[src/hw/rtl/firconv_pkg.sv]
// Shared constants, codes and types of the full-convolution FIR filter.
package firconv_pkg;

   // Filter size and field widths.
   localparam int MAX_TAPS    = 16;
   localparam int SAMPLE_W    = 16;
   localparam int COEF_W      = 16;
   localparam int INDEX_W     = 4;
   localparam int TAP_W       = 5;
   localparam int PROD_W      = SAMPLE_W + COEF_W;
   localparam int RESULT_W    = 36;
   localparam int EFF_W       = $clog2(MAX_TAPS + 1);
   localparam int CNT_W       = (MAX_TAPS > 1) ? $clog2(MAX_TAPS) : 1;
   localparam int TREE_LEVELS = $clog2(MAX_TAPS);

   // Action codes of an input item.
   localparam logic ACT_COEFF  = 1'b0;
   localparam logic ACT_SAMPLE = 1'b1;

   // Tap count after reset.
   localparam logic [TAP_W-1:0] TAP_RESET = TAP_W'(16);

   // One input item.
   typedef struct packed {
      logic                       action;
      logic signed [SAMPLE_W-1:0] sample;
      logic [INDEX_W-1:0]         coeff_index;
      logic signed [COEF_W-1:0]   coeff_value;
      logic                       last;
   } req_item_type;

   // Coefficient write toward the cell row.
   typedef struct packed {
      logic                     en;
      logic [INDEX_W-1:0]       index;
      logic signed [COEF_W-1:0] value;
   } coef_wr_type;

   // One step of the sample chain: a real sample or a zero of the tail.
   typedef struct packed {
      logic                       go;
      logic                       seq_end;
      logic signed [SAMPLE_W-1:0] data;
   } step_type;

   // Sideband that travels with a sum through the adder tree.
   typedef struct packed {
      logic valid;
      logic last;
   } side_type;

endpackage

[src/hw/rtl/firconv_sum_tree.sv]
// Registered binary adder tree that sums the tap products, with sideband.
module firconv_sum_tree (
   input  logic                                           clock,
   input  logic                                           reset,
   input  logic                                           advance,
   input  firconv_pkg::side_type                          side_in,
   input  logic signed [firconv_pkg::PROD_W-1:0]          prod [firconv_pkg::MAX_TAPS],
   output firconv_pkg::side_type                          side_out,
   output logic signed [firconv_pkg::RESULT_W-1:0]        result
);
   import firconv_pkg::*;

   // Heap layout: node 1 is the root, leaves sit at MAX_TAPS and above.
   logic signed [RESULT_W-1:0] node_w  [1:2*MAX_TAPS-1];
   logic signed [RESULT_W-1:0] node_ff [1:MAX_TAPS-1];
   side_type                   side_ff [0:TREE_LEVELS];

   // Leaves are the sign-extended products.
   for (genvar k = 0; k < MAX_TAPS; k++) begin : g_leaf
      assign node_w[MAX_TAPS + k] = {{(RESULT_W - PROD_W){prod[k][PROD_W-1]}}, prod[k]};
   end

   // Every inner node adds its two children and registers the sum.
   for (genvar i = 1; i < MAX_TAPS; i++) begin : g_node
      assign node_w[i] = node_ff[i];
      always_ff @(posedge clock) begin
         if (advance) begin
            node_ff[i] <= node_w[2*i] + node_w[2*i + 1];
         end
      end
   end

   // Valid and last bits ride along with the product stage and each tree level.
   always_ff @(posedge clock) begin
      if (reset) begin
         for (int j = 0; j <= TREE_LEVELS; j++) begin
            side_ff[j] <= '0;
         end
      end else if (advance) begin
         side_ff[0] <= side_in;
         for (int j = 1; j <= TREE_LEVELS; j++) begin
            side_ff[j] <= side_ff[j-1];
         end
      end
   end

   assign side_out = side_ff[TREE_LEVELS];
   assign result   = node_ff[1];

endmodule

[config.mk]
export PLATFORM = sky130hd
export DESIGN_NAME = firconv_sum_tree
export DESIGN_NICKNAME = d
export VERILOG_FILES = /design/src/hw/rtl/firconv_pkg.sv /design/src/hw/rtl/firconv_sum_tree.sv
export SDC_FILE = /design/constraint.sdc
export NUM_CORES = 1
export LEC_CHECK = 0
export BUFFER_PORTS_ARGS = -buffer_cell sky130_fd_sc_hd__clkbuf_2
export CAP_MARGIN = 20
export CORE_ASPECT_RATIO = 1.25
export CORE_MARGIN = 2
export CORE_UTILIZATION = 40
export CTS_CLUSTER_DIAMETER = 50
export DETAILED_ROUTE_END_ITERATION = 6
export PLACE_DENSITY = 0.7
export SYNTH_ARGS = -nofsm -noshare
export SYNTH_HDL_FRONTEND = slang
export SYNTH_SLANG_ARGS = --single-unit
[constraint.sdc]
create_clock -name clock -period 4.55 [get_ports clock]
set_input_delay 0.6825 -clock clock [delete_from_list [all_inputs] [get_ports clock]]
set_output_delay 0.6825 -clock clock [all_outputs]
set_load 0.02 [all_outputs]
[Word-level counts from Yosys, hierarchy flattened]
Memories as Yosys holds them, arrays and structs flattened.
Cells that the tools add are included.
Storage, ports and cells
  bits in registers: 0
  memory bits (writable): 550
  input port bits: 517
  output and inout port bits: 38
  word-level logic and storage cells: 33
  memories: 2
Memory list
  node_ff: words 15, width 36, rd ports 15, clocked after Yosys merged registers in 0, write ports 15, RTL line firconv_sum_tree.sv:15  | logic signed [RESULT_W-1:0] node_ff [1:MAX_TAPS-1];
  side_ff: words 5, width 2, rd ports 5, clocked after Yosys merged registers in 0, write ports 5, RTL line firconv_sum_tree.sv:16  | side_type side_ff [0:TREE_LEVELS];
Operators by class
  add/sub/neg operators: 15
  mux-type cells: 11
  bitwise gates (word level): 5
Operators by type and width (count)
  $add 32x32->33: 8
  $add 36x36->36: 7
  $mux 2: 5
  $mux 1: 6
  $or 1x1->1: 5

[Depth between registers and ports, before layout]
  depth after elaboration: 4
  mapped depth: 13
  gate-level depth less buffers: 13

[Worst setup path before layout]
OpenSTA, ideal clock, no wires.
  kind: in2reg
  from: input port prod[192] (netlist bit)
  to: register, netlist name node_ff[0][452]
  library setup time: 0.265 ns
  arrival time: 3.191 ns
  data required time: 4.285 ns
  setup slack: 1.094 ns
  stages on the path: 12
  path buffers: 0
  cells stage by stage: ha_1 fa_1 a21o_1 a21oi_1 o21a_1 nor2_1 o31a_1 o41ai_1 or3_1 and2_1 o21ai_0 xor2_1
RTL lines
  from (decl): RTL line firconv_sum_tree.sv:7  | input logic signed [firconv_pkg::PROD_W-1:0] prod [firconv_pkg::MAX_TAPS],

==> impl_results.md <==
* Status: completed
* Netlist cell types at 83
* Mean post-synth cell area at 10.2 um^2
* CTS Hold Bufs at 0
* Core Region at 100000 um^2
* Post-DR vias/cell at 5.49
* Final setup skew at 0.0238 ns
* Synth top area cells: edfxtp_1, ha_1, xnor2_1, a21o_1, a21oi_1
* RSZ-0062 raised after global routing: no
* Postcts setup bufs at 0
* Arrival time worst endpoint at 4.11 ns
* Final ANT Viol Nets at 0
* Area growth syn-to-layout at 15.8%
* Final-stage net count at 5490
* Dominant synthesized flop cell: edfxtp_1
* Placed cell area at 44300 um^2
* Vias at 32.1k
* Core Rows at 130
* Die height at 359 um
* Max Cap Viol at 0
* Fillers at 9311
* VDD IR max at 0.000249 V
* Sw frac at 38.7%
* I/O pin count at 555
* Worst Hold Depth at 2
* Post-Syn Area at 40200 um^2
* Sum Neg Setup Slack at 0 ns
* Met2 Usage GRT at 35.7%
* Drt wl/cell at 18.4 um
* Slew HR at 20.7%
* TritonCTS clock tree: yes
* PD cells at 572 nW/um^2
* Grt total ovfl at 0
* Met1 usage at 25.6%
* Root Buffer: clkbuf_16
* Worst setup SP type: register
* Share of flip-flops with an asynchronous set or reset at 0%
* DR DRC count at 0
* Clk sinks at 526
* Comb power frac at 48.1%
* H-Tree Depth at 3
* Initial antenna violation count at 7
* Count leader, synth: edfxtp_1
* CP Max Fanout at 3
* Iter 0 DRT Violations at 1802
* GR Layer Usage met3 at 2.08%
* Sequential power share at 31.4%
* Worst Reg-to-Reg Cells at 12
* Hpwl dp at 88800 um
* Worst Hold Class: in2reg
* Clk pwr share at 20.4%
* Net Switching at 10.3 mW
* Syn Nets at 4964
* Clock Pin Slew Worst Setup and Hold Paths at 0.06 ns
* Share of cells above drive strength 1 at 15.7%
* GRT busiest layer: met2
* GPL Wtd Cong at 0.933
* Final instance area at 46600 um^2
* Post-synth EDFFs at 526
* I/O Buffers at 554
* Post-Syn Instances at 3939
* Pin count of the biggest net entering global routing at 109
* Initial Utilization at 40.2%
* Multi-input gate area in the final layout at 23400 um^2
* Overall Global Routing Usage at 20.3%
* Internal power at 16.4 mW
* Yosys warns at 0
* First-pass GRT wire length at 165000 um
* Synth top cells by count: edfxtp_1, ha_1, a21oi_1
* Detailed Routing Iterations Pass 1 at 6
* Clk buf depth at 3
* Peak Freq at 265 MHz
* Area of the die at 103000 um^2
* Kind of critical path: reg2reg
* Cell taking the most area after synthesis: edfxtp_1
* Register area at 15800 um^2
* Final worst-path cycle share at 82.9%
* Drt total wl at 107000 um
* Max-slew violations at 0
* Tmin final at 3.77 ns
* Worst-Margin Slew at 1.18 ns
* Die X at 288 um
* Post-synth top area share at 39.3%
* Sequential fraction of the synthesis area at 39.3%
* Clock Latency Late Sink at 0.60 ns
* Endpoint class of the critical path: register
* CP required at 4.89 ns
* CTS buffer count at 68
* # resized after CTS at 0
* Synthesized flop and latch total at 526
* Finish-stage setup viols at 0
* Leak pwr at 20.6 nW
* Final hold vios at 0
* Number of global-route vias before repair at 31.2k
[worst max-delay path: stages (launching register included)]
cell and delay (ns):
edfxtp_1 0.37, ha_1 0.24, fa_1 0.41, a21o_1 0.18, a21oi_1 0.29, o21ai_0 0.20, nand4_1 0.22, a211o_1 0.19
a21oi_1 0.10, a311oi_1 0.48, o21ai_0 0.26, a311oi_1 0.47, xnor2_1 0.11
[kinds of logic after synthesis]
family | synth area share (%)
buf+inv | 2.53
flops | 39.3
fa+ha+maj | 16.1
mux | 0.0529
simple gates | 10.0
compound gates | 22.3
xor+xnor | 9.78
[final timing paths]
kind                        start              end  slack [ns]
setup / recovery  node_ff[0][504]  node_ff[0][282]        0.78
hold / removal          prod[480]  node_ff[0][288]        0.38
setup reg to reg  node_ff[0][504]  node_ff[0][282]        0.78
hold reg to reg     side_ff[0][3]    side_ff[0][5]        0.52
[layout by cell type (no fill, tap or decap), drive strengths merged, types with 10 or more instances in the layout]
cell type	synthesis	final
nor2b	52	52
and2	29	29
a41oi	12	12
a31oi	67	67
nor2	203	203
xnor2	299	299
o211ai	21	21
o31ai	14	14
inv	116	130
o41ai	10	10
clkinv	0	15
nand2b	64	64
and3	52	52
a211oi	18	18
nand3	98	98
nor3	44	44
a311oi	14	14
a21o	303	303
clkbuf	78	636
nand4	43	43
buf	39	20
a211o	13	13
fa	15	15
o21ai	225	225
xor2	150	150
o22ai	11	11
nand2	219	219
edfxtp	526	526
a21oi	441	441
ha	493	493
o21a	49	49
o21bai	80	80
a2111oi	11	11
[layout make-up]
type	instances	share of cell area, %
repair buffers	573	6.41
well taps	1320	3.54
diodes	4	0.0215
multi-input cells	3180	50.2
clock buffers	83	4.00
flip-flops and latches	526	33.9
clock inverters	39	0.950
inverters	116	0.934
[layer usage]
layer / up-vias / part of all wire (%)
met5: - / 0.0093
met4: 2 / 3.3
met3: 168 / 4.4
met2: 791 / 49
met1: 15100 / 43
li1: 16000 / -
[power by group through the flow]
stage | combinational [mW] | clock (mW) | sequential (mW)
after global routing | 14.3 | 5.78 | 8.50
after floorplan | 9.76 | 0 | 8.01
final | 12.8 | 5.45 | 8.38
after CTS | 12.9 | 5.58 | 8.42
after global placement | 12.7 | 0 | 8.50
after detailed placement | 12.8 | 0 | 8.51
[stage by stage]
step	hold WS (ns)	instances	total power, mW	setup WS [ns]	utilization (%)
floorplan	0.497	3939	17.8	1.09	-
global placement	0.506	5715	21.2	0.518	44.3
detailed placement	0.514	5715	21.3	0.518	44.3
CTS	0.345	5837	26.9	0.791	46.6
global route	0.378	5839	28.6	0.473	46.6
finish	0.382	5841	26.7	0.779	46.6
[flip-flops by register name, summed over array words and instances (netlist names)]
register	count
node_ff	516
side_ff	10
Power figures use the tool's default switching activity.
