<file path="src/hw/rtl/firconv_pkg.sv">
// Shared constants, codes and types of the full-convolution FIR filter.
package firconv_pkg;

   // Filter size and field widths.
   localparam int MAX_TAPS    = 16;
   localparam int SAMPLE_W    = 16;
   localparam int COEF_W      = 16;
   localparam int INDEX_W     = 4;
   localparam int TAP_W       = 5;
   localparam int PROD_W      = SAMPLE_W + COEF_W;
   localparam int RESULT_W    = 36;
   localparam int EFF_W       = $clog2(MAX_TAPS + 1);
   localparam int CNT_W       = (MAX_TAPS > 1) ? $clog2(MAX_TAPS) : 1;
   localparam int TREE_LEVELS = $clog2(MAX_TAPS);

   // Action codes of an input item.
   localparam logic ACT_COEFF  = 1'b0;
   localparam logic ACT_SAMPLE = 1'b1;

   // Tap count after reset.
   localparam logic [TAP_W-1:0] TAP_RESET = TAP_W'(16);

   // One input item.
   typedef struct packed {
      logic                       action;
      logic signed [SAMPLE_W-1:0] sample;
      logic [INDEX_W-1:0]         coeff_index;
      logic signed [COEF_W-1:0]   coeff_value;
      logic                       last;
   } req_item_type;

   // Coefficient write toward the cell row.
   typedef struct packed {
      logic                     en;
      logic [INDEX_W-1:0]       index;
      logic signed [COEF_W-1:0] value;
   } coef_wr_type;

   // One step of the sample chain: a real sample or a zero of the tail.
   typedef struct packed {
      logic                       go;
      logic                       seq_end;
      logic signed [SAMPLE_W-1:0] data;
   } step_type;

   // Sideband that travels with a sum through the adder tree.
   typedef struct packed {
      logic valid;
      logic last;
   } side_type;

endpackage

</file>
<file path="src/hw/rtl/firconv_cell.sv">
// One tap cell: holds a coefficient and a history sample, forms its product.
module firconv_cell (
   input  logic                                    clock,
   input  logic                                    reset,
   input  logic                                    advance,
   input  logic                                    step_go,
   input  logic                                    step_clear,
   input  logic                                    tap_en,
   input  logic                                    coef_we,
   input  logic signed [firconv_pkg::COEF_W-1:0]   coef_value,
   input  logic signed [firconv_pkg::SAMPLE_W-1:0] data_in,
   output logic signed [firconv_pkg::SAMPLE_W-1:0] data_out,
   output logic signed [firconv_pkg::PROD_W-1:0]   prod_out
);
   import firconv_pkg::*;

   logic signed [COEF_W-1:0]   coef_ff;
   logic signed [SAMPLE_W-1:0] hold_ff;
   logic signed [SAMPLE_W-1:0] hold_in;
   logic signed [PROD_W-1:0]   prod_ff;
   logic signed [PROD_W-1:0]   prod_in;

   // The product of the sample arriving at this tap; unused taps give zero.
   always_comb begin
      if (tap_en) begin
         prod_in = coef_ff * data_in;
      end else begin
         prod_in = '0;
      end
   end

   // On a step the sample moves on to the next cell; the last step of a sequence
   // empties the history.
   always_comb begin
      hold_in = step_clear ? '0 : data_in;
   end

   // Coefficient and history registers, both cleared at reset.
   always_ff @(posedge clock) begin
      if (reset) begin
         coef_ff <= '0;
         hold_ff <= '0;
      end else begin
         if (coef_we) begin
            coef_ff <= coef_value;
         end
         if (step_go) begin
            hold_ff <= hold_in;
         end
      end
   end

   // Product register, first stage of the summing pipeline.
   always_ff @(posedge clock) begin
      if (advance) begin
         prod_ff <= prod_in;
      end
   end

   assign data_out = hold_ff;
   assign prod_out = prod_ff;

endmodule

</file>
<file path="config.mk">
export PLATFORM = sky130hd
export DESIGN_NAME = firconv_cell
export DESIGN_NICKNAME = d
export VERILOG_FILES = /design/src/hw/rtl/firconv_pkg.sv /design/src/hw/rtl/firconv_cell.sv
export SDC_FILE = /design/constraint.sdc
export NUM_CORES = 1
export LEC_CHECK = 0
export BUFFER_PORTS_ARGS = -buffer_cell sky130_fd_sc_hd__buf_2
export CAP_MARGIN = 20
export CORE_MARGIN = 2
export CORE_UTILIZATION = 52
export DETAILED_ROUTE_END_ITERATION = 10
export MAX_ROUTING_LAYER = met4
export PLACE_DENSITY = 0.7
export SLEW_MARGIN = 20
export SYNTH_ARGS = -nofsm -noshare
export SYNTH_HDL_FRONTEND = slang
export SYNTH_SLANG_ARGS = --single-unit
</file>
<file path="constraint.sdc">
create_clock -name clock -period 8.2 [get_ports clock]
set_input_delay 1.23 -clock clock [delete_from_list [all_inputs] [get_ports clock]]
set_output_delay 1.23 -clock clock [all_outputs]
set_load 0.005 [all_outputs]
</file>
==> Yosys cells after proc, flatten, opt, wreduce, memory -nomap -nowiden <==
Cells that the tools add are included.
{ "word_totals": {"regBits": 64, "inputBits": 39, "word_cells": 5} }
{ "classes": {"mul": 1, "n_mux": 1} }
{ "ops": {"columns": ["op", "count"], "rows": [
  ["$mul A16 B16 Y32", 1],
  ["$mux W16", 1]
]} }

==> Depth between registers and ports, before layout <==
{ "depth": {"word_depth": 1, "ltp_mapped": 23, "depth_no_buf": 20} }

==> Least setup slack after synthesis <==
OpenSTA, ideal clock, no wires.
{ "synth_timing": {"kind": "input to register", "start": "in data_in[7] in the netlist's numbering", "end": "reg prod_ff[27] (netlist: prod_out[27]) (data pin)", "setup_ps": 255, "arrival_ps": 6354, "required_ps": 7945, "path_slack_ps": 1591, "stages": 20, "n_path_buf": 2, "cell_sequence": "clkbuf_1 clkbuf_1 nand2_1 fa_1 inv_1 fa_1 fa_1 fa_1 fa_1 inv_1 fa_1 inv_1 ha_1 and4_1 and2_2 a22oi_1 o21ai_2 a211oi_2 xnor2_1 and2_1"} }
{ "synth_between": {"elab_chain_len": 1} }
{ "synth_rtl": {"columns": ["element", "line", "text"], "rows": [
  ["from (decl)", "firconv_cell.sv:11", "input logic signed [firconv_pkg::SAMPLE_W-1:0] data_in,"],
  ["$mul A16 B16 Y32", "firconv_cell.sv:26", "prod_in = coef_ff * data_in;"],
  ["to (signal assigned)", "firconv_cell.sv:56", "prod_ff <= prod_in;"],
  ["to (decl)", "firconv_cell.sv:20", "logic signed [PROD_W-1:0] prod_ff;"]
]} }
No other way between the ends.
A chain may end at the register's enable or synchronous reset.

==> Final worst setup path <==
{ "layout_timing": {"start": "in data_in[1] in the netlist's numbering", "end": "reg prod_ff[30] (netlist: prod_out[30]) (data pin)"} }
The elaborated chain is that of the path after synthesis.

==> impl_metrics.ini <==
[min_path]
min-delay-start = data_out[15]$_SDFFE_PP0P_
hold_path.class = reg2reg

[placement]
port_buffers = 86
place.gp.congestion = 0.900
dpl.hpwl_mm = 21.7

[worst_setup_path]
ff2ff_setup_slack_ns = 1.46
cp.arrival_ns = 7.21
slowest_delay_ns = 0.87
critPathLaunchType = input pin
reg2reg_to = prod_out[30]$_SDFFCE_PN0P_
critical_path.cell_chain = buf_2 -> nand2_1 -> inv_1 -> fa_1 -> fa_1 -> inv_1 -> fa_1 -> fa_1 -> fa_1 -> fa_1 -> inv_1 -> ha_1 -> and3_1 -> nand3_1 -> a211oi_1 -> nor3_1 -> xnor2_1 -> and2_1
rr_worst_depth = 17
critPathMaxFanout = 17
path_common_cell = fa_1
endpoint = prod_out[30]$_SDFFCE_PN0P_
timing.rr.start = coef_ff[15]$_SDFFE_PP0P_
cpMaxStageDelayCell = fa_1
path_class = in2reg
crit_start = data_in[1]
cp_data_required_time_ns = 8.30
worstSetupEndpointType = flop

[global_routing]
grt_overflow = 0
grt_pass1_wl_mm = 45.4
grt_usage_pct = 24.4
grt_max_degree = 34
antenna_found_initial = 0
grt_pass1_vias = 9235

[cts]
clk_pin_slew_ns = 0.06
cts_sinks = 64
cts_resized = 0
h-tree-depth = 3
clock_path_buffers = 2
clock-root-buffer = clkbuf_16
cts_hold_buffers = 0
cts_setup_buffers = 0
insertion_delay_ns = 0.35
cts_made_buffers = 9
tritoncts = done

[synth]
syn_area_per_cell_um2 = 9.52
synth_seq_area_share_pct = 13.1
syn_area_um2 = 12200
synthCells = 1283
synth_seq_cells = 64
yosysWarnings = 0
async_reset_ff_share_pct = 0
syn_nets = 1666
synth.distinct_cells = 52
synth_edf_count = 32
dominantRegCellSynth = edfxtp_1

[finish]
drive_gt1_share_pct = 8.23
syn_to_final_growth_pct = 8.06
nFillCells = 2102
diodes = 0
nets = 1714
layout_commonest_cell = inv_1
mostFrequentLayoutCells = 289 x inv_1, 262 x fa_1, 143 x and2_1
final-seq-area_um2 = 1600
final_util_pct = 56.8
multi_input_area_um2 = 9350

[drt]
wl_per_cell_um = 16.6
vias = 8710
wl_met3_mm = 1.26
dr.max_layer_used = met4
wl_met2_mm = 14.8
wl_met1_mm = 10.6
vias_per_cell = 5.26
drtAntennaViolNets = 0
wl_mm = 27.4
drtIter0Drc = 395
post-route-drc-count = 0
first_pass_iters = 5

[run_status]
status = completed

[sta]
hold_viol = 0
clock-skew-final_ns = 0.0107
worstMarginPinSlew_ns = 0.816
fmax_ghz = 0.141
max-slew-margin-rel_pct = 45.5
slew_viol_final = 0
finalCritPeriodShare_pct = 86.7
setup_tns_ns = 0
setup-violations-final = 0
finalCriticalPeriod_ns = 7.11
rsz0062_at_grt = no

[flow_run]
maxCapViolations = 0

[floorplanning]
pin_count = 87
dieArea_um2 = 24700
coreArea_um2 = 23300
die_h_um = 157
rows = 56
start_util_pct = 52.5
die_width_um = 157

[power]
power_density_nw_per_um2 = 275
ir_drop_uv = 382
leakagePower_nw = 6.67
==> worst max-delay path: cells and delay by family <==
kind | cells | cell delay [ns]
simple gates | 5 | 0.87
compound gates | 1 | 0.45
buf+inv | 4 | 0.69
fa+ha+maj | 7 | 3.82
xor+xnor | 1 | 0.15
==> per-stage QoR <==
step	hold slack, ns	area, um2	total power [mW]	instances	setup WS, ns
after CTS	0.467	13200	3.69	1655	1.18
after global placement	0.453	12900	3.18	1639	0.852
after global routing	0.481	13200	4.06	1655	0.759
final	0.466	13200	3.64	1655	1.09
after floorplan	0.455	12200	2.57	1283	1.59
after detailed placement	0.457	12900	3.21	1639	0.828
==> flip-flops by register name, summed over array words and instances, names as in the netlist <==
signal	count
coef_ff	16
data_out	16
prod_out	32
==> routing by layer <==
| layer | up-vias | global-route usage [%] |
|---|---|---|
| li1 | 3934 | - |
| met1 | 4506 | 29.0 |
| met2 | 216 | 42.6 |
| met3 | 54 | 3.36 |
| met4 | 0 | 8.92 |
| met5 | - | - |
==> worst min-delay path by stage <==
stage | endpoint | slack [ns] | cells after the start
4_1_cts | data_out[2]$_SDFFE_PP0P_ | 0.47 | 2
5_1_grt | data_out[7]$_SDFFE_PP0P_ | 0.48 | 2
6_report | data_out[15]$_SDFFE_PP0P_ | 0.47 | 2
2_1_floorplan | data_out[0]$_SDFFE_PP0P_ | 0.46 | 2
3_3_place_gp | data_out[4]$_SDFFE_PP0P_ | 0.45 | 2
3_5_place_dp | data_out[2]$_SDFFE_PP0P_ | 0.46 | 2
==> cell families (layout without fill, tap and decap cells) <==
family                   Yosys count  after routing  share of synthesized area (%)
AO/OA/AOI/OAI                    102            102                           5.24
XOR/XNOR                          30             30                           2.15
adder cells (fa/ha/maj)          344            344                           51.3
buffers and inverters            338            391                           10.4
flip-flops                        64             64                           13.1
multiplexers                      17             17                           1.39
AND/OR/NAND/NOR                  388            388                           16.4
==> cell type report <==
class | instances | share of cell area, %
Multi-Input combinational cell | 881 | 70.8
Sequential cell | 64 | 12.1
Inverter | 289 | 8.21
Timing Repair Buffer | 86 | 3.26
Tap cell | 319 | 3.02
Clock buffer | 15 | 2.34
Clock inverter | 1 | 0.227
==> report_power, final <==
group | switching [mW] | leakage [nW] | internal (mW)
sequential | 0.0458 | 0.589 | 0.462
combinational | 1.50 | 5.91 | 1.19
clock | 0.153 | 0.167 | 0.288
total | 1.70 | 6.67 | 1.94
==> Yosys cell counts, types with 2 or more instances <==
master,number,area [um2]
nand3b_1,16,120
or3_1,2,12.5
a211oi_1,6,45.0
mux2i_1,17,170
o21ai_0,19,95.1
o211ai_1,4,30.0
o31a_1,2,17.5
edfxtp_1,32,961
xor2_1,5,43.8
nand4_1,4,25.0
and2_1,143,895
nand2_1,137,514
inv_1,289,1080
and3_1,7,43.8
buf_1,2,7.51
dfxtp_1,32,641
nor3_1,5,25.0
o21a_1,3,22.5
nor2_1,39,146
xnor2_1,25,219
a21o_1,6,45.0
ha_1,82,1030
nand2b_1,22,138
nand3_1,4,20.0
a21oi_1,43,215
a211o_1,2,17.5
fa_1,262,5250
a21boi_0,2,15.0
nor2b_1,2,12.5
clkbuf_1,47,176
Power figures use the tool's default switching activity.
