$ cat src/hw/rtl/firconv_pkg.sv
// Shared constants, codes and types of the full-convolution FIR filter.
package firconv_pkg;

   // Filter size and field widths.
   localparam int MAX_TAPS    = 16;
   localparam int SAMPLE_W    = 16;
   localparam int COEF_W      = 16;
   localparam int INDEX_W     = 4;
   localparam int TAP_W       = 5;
   localparam int PROD_W      = SAMPLE_W + COEF_W;
   localparam int RESULT_W    = 36;
   localparam int EFF_W       = $clog2(MAX_TAPS + 1);
   localparam int CNT_W       = (MAX_TAPS > 1) ? $clog2(MAX_TAPS) : 1;
   localparam int TREE_LEVELS = $clog2(MAX_TAPS);

   // Action codes of an input item.
   localparam logic ACT_COEFF  = 1'b0;
   localparam logic ACT_SAMPLE = 1'b1;

   // Tap count after reset.
   localparam logic [TAP_W-1:0] TAP_RESET = TAP_W'(16);

   // One input item.
   typedef struct packed {
      logic                       action;
      logic signed [SAMPLE_W-1:0] sample;
      logic [INDEX_W-1:0]         coeff_index;
      logic signed [COEF_W-1:0]   coeff_value;
      logic                       last;
   } req_item_type;

   // Coefficient write toward the cell row.
   typedef struct packed {
      logic                     en;
      logic [INDEX_W-1:0]       index;
      logic signed [COEF_W-1:0] value;
   } coef_wr_type;

   // One step of the sample chain: a real sample or a zero of the tail.
   typedef struct packed {
      logic                       go;
      logic                       seq_end;
      logic signed [SAMPLE_W-1:0] data;
   } step_type;

   // Sideband that travels with a sum through the adder tree.
   typedef struct packed {
      logic valid;
      logic last;
   } side_type;

endpackage

$ cat src/hw/rtl/firconv_ctrl.sv
// Sequencer: input handshake, tap count register and the zero-filled tail flush.
module firconv_ctrl (
   input  logic                               clock,
   input  logic                               reset,
   input  logic                               advance,
   input  logic                               req_valid,
   input  firconv_pkg::req_item_type          req_item,
   output logic                               req_ready,
   input  logic                               csr_valid,
   input  logic [firconv_pkg::TAP_W-1:0]      csr_tap_count,
   output logic                               csr_ready,
   output firconv_pkg::coef_wr_type           coef_wr,
   output firconv_pkg::step_type              step,
   output logic [firconv_pkg::EFF_W-1:0]      m_eff
);
   import firconv_pkg::*;

   logic [TAP_W-1:0] tap_count_ff;
   logic [CNT_W-1:0] flush_cnt_ff;
   logic [CNT_W-1:0] flush_cnt_in;
   logic             flushing;
   logic             accept;
   logic             take_sample;

   // Tap count register; writes are for the user to make only while the block is idle, the block does not enforce it.
   assign csr_ready = 1'b1;
   always_ff @(posedge clock) begin
      if (reset) begin
         tap_count_ff <= TAP_RESET;
      end else if (csr_valid) begin
         tap_count_ff <= csr_tap_count;
      end
   end

   // Effective tap count: zero acts as one, large values saturate.
   always_comb begin
      if (tap_count_ff == '0) begin
         m_eff = EFF_W'(1);
      end else if (int'(tap_count_ff) > MAX_TAPS) begin
         m_eff = EFF_W'(MAX_TAPS);
      end else begin
         m_eff = EFF_W'(tap_count_ff);
      end
   end

   // Input is held off while the tail of a sequence is flushed.
   assign flushing    = (flush_cnt_ff != '0);
   assign req_ready   = advance && !flushing;
   assign accept      = req_valid && req_ready;
   assign take_sample = accept && (req_item.action == ACT_SAMPLE);

   // Coefficient writes go straight to the addressed cell.
   assign coef_wr.en    = accept && (req_item.action == ACT_COEFF);
   assign coef_wr.index = req_item.coeff_index;
   assign coef_wr.value = req_item.coeff_value;

   // A step is a taken sample or one zero of the tail; the flush counter holds
   // the number of zero steps still to come.
   always_comb begin
      step         = '0;
      flush_cnt_in = flush_cnt_ff;
      if (take_sample) begin
         step.go      = 1'b1;
         step.data    = req_item.sample;
         step.seq_end = req_item.last && (m_eff == EFF_W'(1));
         if (req_item.last && (m_eff != EFF_W'(1))) begin
            flush_cnt_in = CNT_W'(m_eff - EFF_W'(1));
         end
      end else if (advance && flushing) begin
         step.go      = 1'b1;
         step.data    = '0;
         step.seq_end = (flush_cnt_ff == CNT_W'(1));
         flush_cnt_in = flush_cnt_ff - CNT_W'(1);
      end
   end

   always_ff @(posedge clock) begin
      if (reset) begin
         flush_cnt_ff <= '0;
      end else begin
         flush_cnt_ff <= flush_cnt_in;
      end
   end

   // The tail never counts past the taps in use.
   a_flush_bound: assert property (@(posedge clock) disable iff (reset)
      int'(flush_cnt_ff) < int'(m_eff))
      else $error("flush count reached the tap count");

   // A last sample with more than one tap starts a flush.
   a_flush_start: assert property (@(posedge clock) disable iff (reset)
      (take_sample && req_item.last && (m_eff != EFF_W'(1))) |=> flushing)
      else $error("last sample did not start the tail flush");

   // A sequence ends only on a step, and a coefficient write is never a step.
   a_end_on_step: assert property (@(posedge clock) disable iff (reset)
      step.seq_end |-> (step.go && !coef_wr.en))
      else $error("sequence end without a step");

endmodule
$ cat config.mk
export PLATFORM = sky130hd
export DESIGN_NAME = firconv_ctrl
export DESIGN_NICKNAME = d
export VERILOG_FILES = /design/src/hw/rtl/firconv_pkg.sv /design/src/hw/rtl/firconv_ctrl.sv
export SDC_FILE = /design/constraint.sdc
export NUM_CORES = 1
export LEC_CHECK = 0
export ABC_CLOCK_PERIOD_IN_PS = 3600
export BUFFER_PORTS_ARGS = -buffer_cell sky130_fd_sc_hd__buf_2
export CAP_MARGIN = 0
export CORE_ASPECT_RATIO = 1.2
export CORE_MARGIN = 2
export CORE_UTILIZATION = 37
export DETAILED_ROUTE_END_ITERATION = 12
export PLACE_DENSITY = 0.82
export SKIP_CTS_REPAIR_TIMING = 1
export SYNTH_ARGS = -nofsm -noshare
export SYNTH_HDL_FRONTEND = slang
export SYNTH_SLANG_ARGS = --single-unit
$ cat constraint.sdc
create_clock -name clock -period 3.6 [get_ports clock]
set_clock_uncertainty 0.15 [all_clocks]
set_input_delay 0.72 -clock clock [delete_from_list [all_inputs] [get_ports clock]]
set_output_delay 0.72 -clock clock [all_outputs]
set_load 0.05 [all_outputs]
Yosys cells after proc, flatten, opt, wreduce, memory -nomap -nowiden
Cells that the tools add are included.
{"block": "op_classes", "add_sub_neg": 2, "n_lt_le_gt_ge": 1, "n_eq_ne": 4, "muxes": 7, "n_bitwise": 1, "n_reduce_logical": 12}
{"operator": "$mux W18", "n": 2}
{"operator": "$mux W4", "n": 3}
{"operator": "$mux W5", "n": 2}
{"operator": "$sub A4 B1 Y4 const B", "n": 2}
{"operator": "$logic_and A1 B1 Y1", "n": 7}
{"operator": "$eq A5 B1 Y1 const B", "n": 1}
{"operator": "$gt A5 B5 Y1 const B", "n": 1}
{"operator": "$logic_not A5 Y1", "n": 1}
{"operator": "$ne A5 B1 Y1 const B", "n": 1}
{"operator": "$eq A4 B1 Y1 const B", "n": 1}
{"operator": "$reduce_bool A4 Y1", "n": 1}
{"operator": "$ne A2 B1 Y1 const B", "n": 1}
{"operator": "$reduce_and A2 Y1", "n": 1}
{"operator": "$reduce_bool A2 Y1", "n": 1}
{"operator": "$logic_not A1 Y1", "n": 1}
{"operator": "$not A1 Y1", "n": 1}
{"block": "totals", "ff_bits": 9, "in_bits": 48, "out_inout_bits": 46, "elab_cells": 29}

Depth between registers and ports, before layout
{"block": "depth", "word_depth": 7, "ltp_mapped": 8, "mapped_depth_nobuf": 8}

Worst setup path before layout
No wires, ideal clock.
{"block": "synth_path", "kind": "input -> output", "from": "input advance", "to": "output step[16] (netlist bit)", "arrival_time_ps": 2134, "required_time_ps": 2730, "path_slack_ps": 596, "path_stages": 4, "path_buffers": 0, "cell_sequence": "nand4bb_1 -> inv_1 -> nand2_1 -> o22ai_1"}
{"element": "from (decl)", "line_no": "firconv_ctrl.sv:5", "rtl": "input logic advance,"}
{"element": "to (decl)", "line_no": "firconv_ctrl.sv:13", "rtl": "output firconv_pkg::step_type step,"}

==> run_results.csv <==
group,metric,value,unit
run_status,outcome,"finished clean",
die,die_h,57.75,um
setup_path,worst-endpoint-required,2.73,ns
place,gpl.final_weighted_congestion,0.7612,
pwr,power.ir.vdd_worst,0.3385,mV
drt,wire_per_inst,11.91,um
job,max_cap_violations,0,
clock_network,cts_inserted_buffers,3,
timing,slew_headroom,50.89,%
clock_network,cts-htree-levels,1,
setup_path,critical_path.startpoint_type,"flip-flop",
timing,timing.final.max_slew_violations,0,
clock_network,clock-root-buffer,"clkbuf_4",
clock_network,cts_tree,"built",
global_route,grt_antenna_before_repair,0,
drt,routed_via_density,4.864,
timing,worst_slew_pin_slew,0.7340,ns
layout,layout-area-overhead-vs-synth,16.99,%
layout,n_fill_cell,245,
synth,yosys_reg_bits,9,
synth,synth_instances,115,
synth,synth-edff-count,0,
drt,routed-via-count,861,
timing,rsz0062_at_grt,"false",
global_route,grt_max_degree,19,
drt,finalWirelength,2108,um
pwr,power.static_leakage,0.5650,nW
timing,setup_viol,0,
pwr,power.density_cell_area,588.7,nW/um2
timing,timing.setup.tns,0,ns
place,numPortBuffers,52,
die,floorplan.rows,19,
setup_path,reg2reg_slack,1.34,ns
synth,mappedNetlistNets,168,
setup_path,largest_fanout_on_the_critical_path,18,
layout,multi_input_area,514.2,um2
drt,final_antenna_violating_net_count,0,
layout,layout.nets,200,
layout,drive_above_1_share,41.10,%
clock_network,cts.clk_slew.worst_paths,0.06,ns
place,dp.final_hpwl,1747,um
clock_network,cts_buffer_depth,2,
timing,timing.final.crit_period,3.106,ns
global_route,grt_first_pass_wirelength,3456,um
drt,drcViolationCount,0,
timing,layout_worst_path_cycle_share,86.28,%
die,floorplan.die_area,2818,um2
timing,fmaxAchievable,322.0,MHz
worst_hold_path,hold_path_class,"reg -> reg",
global_route,grt_util_all_layers,15.30,%
synth,syn_area_cell,7.747,um2
synth,synthArstFlopShare,0,%
layout,antenna-diode-count,0,
global_route,via_count_of_the_first_global_routing_pass,819,
layout,seqCellArea,180.2,um2
synth,yosys_warnings,0,
synth,seq_area_frac_synth,20.22,%
die,core_area,2282,um2
setup_path,crit_type,"reg -> out",
die,io_pins,94,
global_route,grt.overflow.total,0,
drt,detailedRoute.firstPassIterationCount,4,
synth,dominantRegCellSynth,"dfxtp_1",
setup_path,cp_slowest_cell,"nor2_1",
clock_network,worst_skew_pair.late_latency,0.26,ns
die,dieWidth,48.80,um
setup_path,cp-end-kind,"output port",
setup_path,critPathMaxStageDelay,0.61,ns
timing,finalHoldViolCount,0,
synth,netlist-cell-type-count,35,
die,initial_core_utilization,39.04,%
synth,syn-cell-area,890.9,um2
setup_path,cp_data_arrival_time,2.24,ns
pwr,total_power_of_the_final_layout,0.6136,mW
timing,fin_worst_hold_slack,0.4030,ns
drt,drtIter0Drc,6,
setup_path,chain_of_cells_forming_the_critical_path,"inv_1 > ha_1 > nand4bb_1 > nor2_1 > and2_1 > buf_2",
clock_network,cts.sinks,9,
[path summary, 6_finish.rpt]
path                   startpoint         endpoint  depth (start not counted)
setup / recovery  flush_cnt_ff[0]         step[15]                          6
hold / removal    tap_count_ff[0]  tap_count_ff[0]                          2
setup reg to reg  tap_count_ff[2]  flush_cnt_ff[0]                          8
hold reg to reg   tap_count_ff[0]  tap_count_ff[0]                          2
[metrics by stage]
stage	area, um2	util, %	setup slack [ns]	instances
2_1_floorplan	890.9	-	0.5964	115
3_3_place_gp	1016	44.52	0.7087	173
3_5_place_dp	1016	44.52	0.6384	173
4_1_cts	1042	45.67	0.4688	177
5_1_grt	1042	45.67	0.2041	177
6_report	1042	45.67	0.4940	177
[worst max-delay path: cells and delay by family, from the launching register on]
kind                     cells  cell delay, ns
flip-flops                   1            0.34
buffers and inverters        2            0.39
adder cells (fa/ha/maj)      1            0.26
AND/OR/NAND/NOR              3            0.99
[state kept, by name, indices dropped and copies added, names as in the netlist]
| register | count |
|---|---|
| flush_cnt_ff | 4 |
| tap_count_ff | 5 |
[area by class of cell]
cell class	count	area share, %
multi-input combinational	75	49.34
timing repair buffer	52	24.97
sequential	9	17.29
tap	31	3.721
clock buffer	4	2.521
inverter	6	2.161
[per-layer routing]
| metal | GRT usage (%) | share of wire [%] | up-vias |
|---|---|---|---|
| met5 | 0 | 0 | - |
| met4 | 4.082 | 0.90 | 0 |
| met3 | 5.155 | 11 | 6 |
| met2 | 28.38 | 49 | 54 |
| met1 | 16.61 | 39 | 378 |
| li1 | - | - | 423 |
[cell usage in the layout, fill, tap and decap left out]
master	count
buf_2	52
and2_1	16
nor2_1	10
dfxtp_1	9
inv_1	6
a21oi_1	5
ha_1	5
mux2i_1	4
nand2_1	3
nor3_1	3
o21ai_0	3
clkbuf_4	3
and2b_1	2
nand3_1	2
o22ai_1	2
nor2b_1	2
nand4bb_1	1
nand2b_1	1
or4b_4	1
and3_1	1
a21boi_0	1
or2_2	1
and3_4	1
or2_4	1
a221oi_2	1
xor2_1	1
nand3b_1	1
o2bb2ai_1	1
a211o_1	1
o31a_1	1
o211ai_1	1
or4b_1	1
a211oi_1	1
conb_1	1
clkbuf_1	1
[cells in the mapped netlist, types with 2 or more instances]
| cell type | number | area, um2 |
|---|---|---|
| o21ai_0 | 3 | 15.01 |
| inv_1 | 6 | 22.52 |
| nand3_1 | 2 | 10.01 |
| nor3_1 | 3 | 15.01 |
| mux2i_1 | 4 | 40.04 |
| and2b_1 | 2 | 15.01 |
| o22ai_1 | 2 | 12.51 |
| dfxtp_1 | 9 | 180.2 |
| nor2b_1 | 2 | 12.51 |
| and2_1 | 16 | 100.1 |
| nand2_1 | 3 | 11.26 |
| a21oi_1 | 5 | 25.02 |
| buf_4 | 21 | 157.7 |
| clkbuf_1 | 3 | 11.26 |
| nor2_1 | 10 | 37.54 |
| ha_1 | 5 | 62.56 |
[logic make-up after synthesis]
kind of cell	share of synthesized area [%]
muxes	4.495
AOI/OAI and AO/OA	13.06
buffers and inverters	22.05
and+or+nand+nor	31.74
xor gates and xnor gates	0.9833
other	0.4209
adders and majority gates	7.022
DFF	20.22
[power breakdown]
| part | total (mW) | switching, mW | internal (mW) |
|---|---|---|---|
| sequential | 0.147 | 0.0235 | 0.123 |
| clock | 0.0793 | 0.0365 | 0.0428 |
| combinational | 0.388 | 0.260 | 0.128 |
| total | 0.614 | 0.320 | 0.294 |
Power figures use the tool's default switching activity.
